<file path="config.mk">
export PLATFORM = sky130hd
export DESIGN_NAME = neighbor_sequence_table
export DESIGN_NICKNAME = d
export VERILOG_FILES = /design/src/design/nst_pkg.sv /design/src/design/nst_ram.sv /design/src/design/neighbor_sequence_table.sv
export SDC_FILE = /design/constraint.sdc
export NUM_CORES = 1
export LEC_CHECK = 0
export ABC_AREA = 1
export BUFFER_PORTS_ARGS = -buffer_cell sky130_fd_sc_hd__buf_2
export CAP_MARGIN = 15
export CORE_MARGIN = 2
export CORE_UTILIZATION = 33
export CTS_CLUSTER_DIAMETER = 200
export DETAILED_ROUTE_END_ITERATION = 10
export SYNTH_ARGS = -nofsm -noshare
export SYNTH_HDL_FRONTEND = slang
export SYNTH_SLANG_ARGS = --single-unit
</file>
<file path="constraint.sdc">
create_clock -name clk_i -period 10.5 [get_ports clk_i]
set_clock_uncertainty 0.05 [all_clocks]
set_input_delay 1.575 -clock clk_i [delete_from_list [all_inputs] [get_ports clk_i]]
set_output_delay 1.575 -clock clk_i [all_outputs]
set_load 0.1 [all_outputs]
</file>
<file path="src/design/nst_pkg.sv">
// ----------------------------------------------------------------------------
// nst_pkg
// Shared types and constants for the neighbor sequence table.
// ----------------------------------------------------------------------------
`default_nettype none

package nst_pkg;

  localparam int unsigned TableEntries = 16;
  localparam int unsigned IdxW  = (TableEntries > 1) ? $clog2(TableEntries) : 1;
  localparam int unsigned CntW  = $clog2(TableEntries + 1);
  localparam int unsigned AddrW = IdxW + 1;
  localparam int unsigned PeerW = 7;
  localparam int unsigned SeqW  = 8;
  localparam int unsigned EntryW = PeerW + SeqW;

  typedef enum logic [0:0] {
    OpTx = 1'b0,
    OpRx = 1'b1
  } op_e;

  typedef enum logic [1:0] {
    StIdle,
    StScan,
    StDone
  } state_e;

  typedef struct packed {
    op_e              operation;
    logic [PeerW-1:0] peer_address;
    logic [SeqW-1:0]  frame_seq;
  } req_t;

  typedef struct packed {
    logic [SeqW-1:0] tx_seq;
    logic            accept;
    logic            table_full;
  } rsp_t;

  typedef struct packed {
    logic [PeerW-1:0] peer;
    logic [SeqW-1:0]  seq;
  } entry_t;

endpackage

`default_nettype wire

</file>
<file path="src/design/nst_ram.sv">
// ----------------------------------------------------------------------------
// nst_ram
// Simple dual-port synchronous RAM, one write and one registered read port.
// ----------------------------------------------------------------------------
`default_nettype none

module nst_ram #(
  parameter int unsigned Width = 8,
  parameter int unsigned AddrW = 4
) (
  input  wire logic             clk_i,
  input  wire logic             wr_en_i,
  input  wire logic [AddrW-1:0] wr_addr_i,
  input  wire logic [Width-1:0] wr_data_i,
  input  wire logic             rd_en_i,
  input  wire logic [AddrW-1:0] rd_addr_i,
  output logic      [Width-1:0] rd_data_o
);

  logic [Width-1:0] mem [2**AddrW];

  always_ff @(posedge clk_i) begin
    if (wr_en_i) begin
      mem[wr_addr_i] <= wr_data_i;
    end
  end

  always_ff @(posedge clk_i) begin
    if (rd_en_i) begin
      rd_data_o <= mem[rd_addr_i];
    end
  end

endmodule

`default_nettype wire

</file>
<file path="src/design/neighbor_sequence_table.sv">
// ----------------------------------------------------------------------------
// neighbor_sequence_table
// Per-neighbor transmit sequence numbering and receive duplicate filtering.
// ----------------------------------------------------------------------------
// usage:
//   in channel : in_valid_i / in_stall_o, request in_req_i (operation, peer
//                address, frame sequence). out channel: out_valid_o /
//                out_stall_i, result out_rsp_o. one result per request.
//   both tables share one RAM, transmit table in the lower half and receive
//   table in the upper half; per-table fill counters mark the used slots.
//   a request scans the used slots of its table one RAM read per cycle,
//   stopping at the matching peer, at most 16 slots; address zero or an
//   empty table skips the scan and goes straight to the result.
//   one request is worked on at a time; the next one is accepted in the
//   cycle after the previous result reaches the output register. when the
//   receiver stalls, the result holds in the output register and a finished
//   request waits until that register frees up.
//   reset empties both tables at once by clearing the fill counters.
// ----------------------------------------------------------------------------
`default_nettype none

module neighbor_sequence_table (
  input  wire logic          clk_i,
  input  wire logic          rst_ni,
  input  wire logic          in_valid_i,
  output logic               in_stall_o,
  input  wire nst_pkg::req_t in_req_i,
  output logic               out_valid_o,
  input  wire logic          out_stall_i,
  output nst_pkg::rsp_t      out_rsp_o
);

  import nst_pkg::*;

  localparam logic [CntW-1:0] CntFull = CntW'(TableEntries);
  localparam logic [CntW-1:0] CntOne  = CntW'(1);

  state_e          state_q, state_d;
  req_t            req_q, req_d;
  rsp_t            res_q, res_d;
  rsp_t            out_rsp_q, out_rsp_d;
  logic            out_valid_q, out_valid_d;
  logic [IdxW-1:0] idx_q, idx_d;
  logic [CntW-1:0] cnt_q [2];
  logic [CntW-1:0] cnt_d [2];

  logic             wr_en, rd_en;
  logic [AddrW-1:0] wr_addr, rd_addr;
  entry_t           wr_data, rd_data;

  req_t            cur;
  logic [CntW-1:0] cur_cnt;
  logic [CntW-1:0] idx_nxt;
  logic            hit, miss;

  nst_ram #(
    .Width (EntryW),
    .AddrW (AddrW)
  ) u_ram (
    .clk_i     (clk_i),
    .wr_en_i   (wr_en),
    .wr_addr_i (wr_addr),
    .wr_data_i (wr_data),
    .rd_en_i   (rd_en),
    .rd_addr_i (rd_addr),
    .rd_data_o (rd_data)
  );

  always_ff @(posedge clk_i or negedge rst_ni) begin
    if (!rst_ni) begin
      state_q     <= StIdle;
      out_valid_q <= 1'b0;
      cnt_q[0]    <= '0;
      cnt_q[1]    <= '0;
    end else begin
      state_q     <= state_d;
      out_valid_q <= out_valid_d;
      cnt_q[0]    <= cnt_d[0];
      cnt_q[1]    <= cnt_d[1];
    end
  end

  always_ff @(posedge clk_i) begin
    req_q     <= req_d;
    res_q     <= res_d;
    out_rsp_q <= out_rsp_d;
    idx_q     <= idx_d;
  end

  always_comb begin
    cur     = (state_q == StIdle) ? in_req_i : req_q;
    cur_cnt = cnt_q[cur.operation];
    idx_nxt = CntW'(idx_q) + CntOne;

    state_d     = state_q;
    req_d       = req_q;
    res_d       = res_q;
    idx_d       = idx_q;
    cnt_d[0]    = cnt_q[0];
    cnt_d[1]    = cnt_q[1];
    out_rsp_d   = out_rsp_q;
    out_valid_d = out_valid_q && out_stall_i;
    in_stall_o  = (state_q != StIdle);
    rd_en       = 1'b0;
    rd_addr     = {cur.operation, idx_q};
    wr_en       = 1'b0;
    wr_addr     = {cur.operation, idx_q};
    wr_data     = '{peer: cur.peer_address, seq: cur.frame_seq};
    hit         = 1'b0;
    miss        = 1'b0;

    case (state_q)
      StIdle: begin
        if (in_valid_i) begin
          req_d = in_req_i;
          if (in_req_i.peer_address == '0) begin
            res_d   = '0;
            state_d = StDone;
          end else if (cur_cnt == '0) begin
            miss    = 1'b1;
            state_d = StDone;
          end else begin
            rd_en   = 1'b1;
            rd_addr = {in_req_i.operation, IdxW'(0)};
            idx_d   = '0;
            state_d = StScan;
          end
        end
      end
      StScan: begin
        if (rd_data.peer == req_q.peer_address) begin
          hit     = 1'b1;
          state_d = StDone;
        end else if (idx_nxt == cur_cnt) begin
          miss    = 1'b1;
          state_d = StDone;
        end else begin
          rd_en   = 1'b1;
          rd_addr = {req_q.operation, idx_nxt[IdxW-1:0]};
          idx_d   = idx_nxt[IdxW-1:0];
        end
      end
      StDone: begin
        if (!out_valid_q || !out_stall_i) begin
          out_valid_d = 1'b1;
          out_rsp_d   = res_q;
          state_d     = StIdle;
        end
      end
      default: begin
        state_d = StIdle;
      end
    endcase

    // known peer: read-modify-write of its slot, unless a receive repeats the stored sequence
    if (hit) begin
      res_d = '0;
      if (req_q.operation == OpTx) begin
        res_d.tx_seq = rd_data.seq;
        wr_en        = 1'b1;
        wr_data.seq  = rd_data.seq + SeqW'(1);
      end else if (rd_data.seq != req_q.frame_seq) begin
        res_d.accept = 1'b1;
        wr_en        = 1'b1;
      end
    end

    // unknown peer: insert at the first free slot, unless the table is full
    if (miss) begin
      res_d        = '0;
      res_d.accept = (cur.operation == OpRx);
      if (cur_cnt == CntFull) begin
        res_d.table_full = 1'b1;
      end else begin
        wr_en                = 1'b1;
        wr_addr              = {cur.operation, cur_cnt[IdxW-1:0]};
        cnt_d[cur.operation] = cur_cnt + CntOne;
        if (cur.operation == OpTx) begin
          wr_data.seq = SeqW'(1);
        end
      end
    end
  end

  assign out_valid_o = out_valid_q;
  assign out_rsp_o   = out_rsp_q;

endmodule

`default_nettype wire

</file>
==> impl_metrics.json <==
{
  "status": "complete, no violations",
  "dpl.hpwl_mm": 36.7,
  "routed_via_density": 5.06,
  "fin_crit_sh": 0.564,
  "antenna_cells": 0,
  "hold-path-endpoint": "out_rsp_o[1]",
  "gr-usage-met1": 0.235,
  "cts-hold-fix-buffers": 0,
  "grt-busiest-layer": "met2",
  "tns_ns": 0,
  "final_nets": 2386,
  "initial_core_util": 0.334,
  "clkSlewWorstSetupHoldPaths_ns": 0.06,
  "grt_util_met3": 0.0339,
  "grt.overflow.total": 0,
  "grtUsageMet2": 0.268,
  "cts_root_buf": "clkbuf_16",
  "vdd_drop_max_mv": 0.314,
  "slowest_delay_ns": 0.91,
  "grt_pass1_vias": 16500,
  "relSlewSlack": 0.291,
  "cpMaxStageDelayCell": "buf_4",
  "r2r-end": "u_ram.rd_data_o[11]",
  "drive_gt1_frac": 0.0854,
  "hold_path_class": "flop to flop",
  "die_y_um": 276,
  "dr.pass1.iters": 6,
  "cts_buffer_depth": 3,
  "critPathTopFamily": "simple AND/OR/NAND/NOR gates",
  "reg2reg_depth": 22,
  "yosys.area.top_type": "edfxtp_1",
  "cts_tree": "built",
  "clkSinkCount": 548,
  "r2r_slack_ns": 4.70,
  "p_leak_nw": 11.1,
  "ys_ff_latch": 548,
  "htree_num_levels": 2,
  "syn_inst": 2343,
  "syn_area_per_cell_um2": 10.4,
  "regToRegStartpoint": "state_q[1]",
  "synth_area_um2": 24400,
  "cts_buffers": 57,
  "drt_iter0_markers": 1876,
  "wl_per_cell_um": 19.5,
  "postCtsSetupBuffers": 0,
  "drv_cap": 0,
  "rows": 99,
  "fmax_mhz": 169,
  "hold_viol": 0,
  "crit_chain": "buf_2 -> inv_1 -> nand2_4 -> nand2_4 -> nand2_1 -> nand2_1 -> inv_1 -> ha_1 -> nand3_1 -> nor2_1 -> nand3_1 -> nand2_1 -> nor2_1 -> nand3_4 -> nand2_8 -> buf_4 -> nand2_1 -> nand3_1 -> nand3_1 -> nand3_1 -> nand2_1 -> nand2_1 -> nand2_1",
  "core_area_um2": 73200,
  "hold_start": "res_q[1]",
  "wl_mm": 65.8,
  "grt_max_degree": 106,
  "synthesis.nets": 2366,
  "globalplace.congestion": 0.869,
  "synth.top_cells.by_area": "edfxtp_1 65%, nand3_1 11%, nand2_1 9.0%, inv_1 4.7%, nand3b_1 2.3%",
  "slew_violations": 0,
  "fill_cells": 7040,
  "crit_type": "input port to flop",
  "ys_warn_count": 0,
  "fin_crit_ns": 5.92,
  "crit_path_end_kind": "flop",
  "power.density_nw_per_um2": 340,
  "ys_seq_area_frac": 0.667,
  "clk_latency_ns": 0.61,
  "grt_pass1_wl_mm": 100,
  "grt_util_all_layers": 0.169,
  "hold_path_depth": 0,
  "cp.required_ns": 10.81,
  "rsz0062_at_grt": "false",
  "drc": 0,
  "cts_resized": 0,
  "setup_viol": 0,
  "cpMostUsedCell": "nand2_1",
  "die_x_um": 276,
  "postRouteAntennaNets": 0,
  "final_cell_mix": "584 x nand2_1, 538 x nand3_1, 527 x edfxtp_1, 303 x inv_1, 75 x nand3b_1",
  "yosys.area.top_type_share": 0.647,
  "path_max_fanout": 100,
  "die_area_um2": 76300,
  "area_growth_pct": 12.7,
  "worst-path-buf-inv": 4,
  "critPathLaunchType": "input port",
  "pin_count": 32,
  "final_common_cell": "nand2_1",
  "antenna_found_initial": 1,
  "holdWs_ns": 0.379,
  "tightest_slew_ns": 1.06,
  "cp_data_arrival_time_ns": 6.24,
  "synth_cell_types": 36,
  "via_count": 17100,
  "port_buffers": 31
}
[area by class of cell]
class | instances | area [um^2] | share of cell area
Sequential cell | 548 | 16300 | 0.592
Multi-Input combinational cell | 1354 | 6470 | 0.235
Clock buffer | 72 | 1530 | 0.0553
Tap cell | 959 | 1200 | 0.0435
Inverter | 311 | 1170 | 0.0424
Timing Repair Buffer | 91 | 606 | 0.0220
Clock inverter | 35 | 274 | 0.00994
[sequential cells by signal, summed over array words and instances (netlist names)]
register and count:
u_ram.mem 480, cnt_q 10, u_ram.rd_data_o 15, out_rsp_o 10, req_q 16, state_q 2
idx_q 4, out_valid_o 1, res_q 10
[stage by stage]
| stage | util | worst slack [ns] | instances | cell area (um^2) | power, mW |
|---|---|---|---|---|---|
| after detailed placement | 0.352 | 4.07 | 3263 | 25800 | 7.41 |
| final | 0.376 | 4.58 | 3370 | 27600 | 9.36 |
| after global routing | 0.376 | 4.18 | 3370 | 27600 | 9.93 |
| after floorplan | - | 5.37 | 2343 | 24400 | 5.91 |
| after CTS | 0.376 | 4.70 | 3370 | 27600 | 9.38 |
| after global placement | 0.352 | 4.10 | 3263 | 25800 | 7.36 |
[cells by family (layout without fill, tap and decap cells)]
group	after synthesis	count (layout)	share of synthesized area
AO/OA/AOI/OAI	47	47	0.0112
XOR/XNOR	17	17	0.00609
adder cells (fa/ha/maj)	3	3	0.00154
buffers and inverters	441	509	0.0731
flip-flops	548	548	0.667
AND/OR/NAND/NOR	1287	1287	0.241
[how the worst max path moves through the flow]
stage	to	start	slack, ns	cells after the start
after floorplan	u_ram.mem[0][5]	in_req_i[15]	5.37	19
after global placement	u_ram.rd_data_o[11]	in_req_i[15]	4.10	23
after detailed placement	u_ram.rd_data_o[11]	in_req_i[15]	4.07	23
after CTS	u_ram.rd_data_o[11]	in_req_i[15]	4.70	23
after global routing	u_ram.rd_data_o[11]	in_req_i[15]	4.18	23
final	u_ram.rd_data_o[11]	in_req_i[15]	4.58	23
[cell usage after synthesis, drive strengths merged]
master,count
a21oi,8
a221oi,1
a311oi,3
a31oi,1
buf,100
clkbuf,30
clkinv,3
dfrtp,13
dfxtp,8
edfxtp,527
ha,3
inv,308
nand2,592
nand3,540
nand3b,75
nand4,4
nor2,64
nor3,5
nor4,2
o211ai,1
o21ai,32
o32ai,1
or2,5
xnor2,7
xor2,10
[routing by layer]
| metal | up-vias | part of all wire |
|---|---|---|
| met1 | 8372 | 0.44 |
| met5 | - | 0 |
| met2 | 661 | 0.45 |
| met4 | 0 | 0.024 |
| met3 | 88 | 0.084 |
| li1 | 7937 | - |
[power by group]
group	switching, mW	internal [mW]
Sequential	0.0938	2.79
Combinational	3.38	1.13
Clock	0.839	1.12
[worst reg2reg max path: stages, from the launching register on]
cell,delay [ns]
dfrtp_1,0.46
nor2_4,0.51
nand2_4,0.17
nand2_4,0.34
nand2_1,0.13
nand2_1,0.14
inv_1,0.08
ha_1,0.20
nand3_1,0.10
nor2_1,0.06
nand3_1,0.07
nand2_1,0.06
nor2_1,0.18
nand3_4,0.43
nand2_8,0.71
buf_4,1.02
nand2_1,0.15
nand3_1,0.15
nand3_1,0.09
nand3_1,0.23
nand2_1,0.10
nand2_1,0.09
nand2_1,0.06
Note: power is estimated with default switching activity, not from simulation.
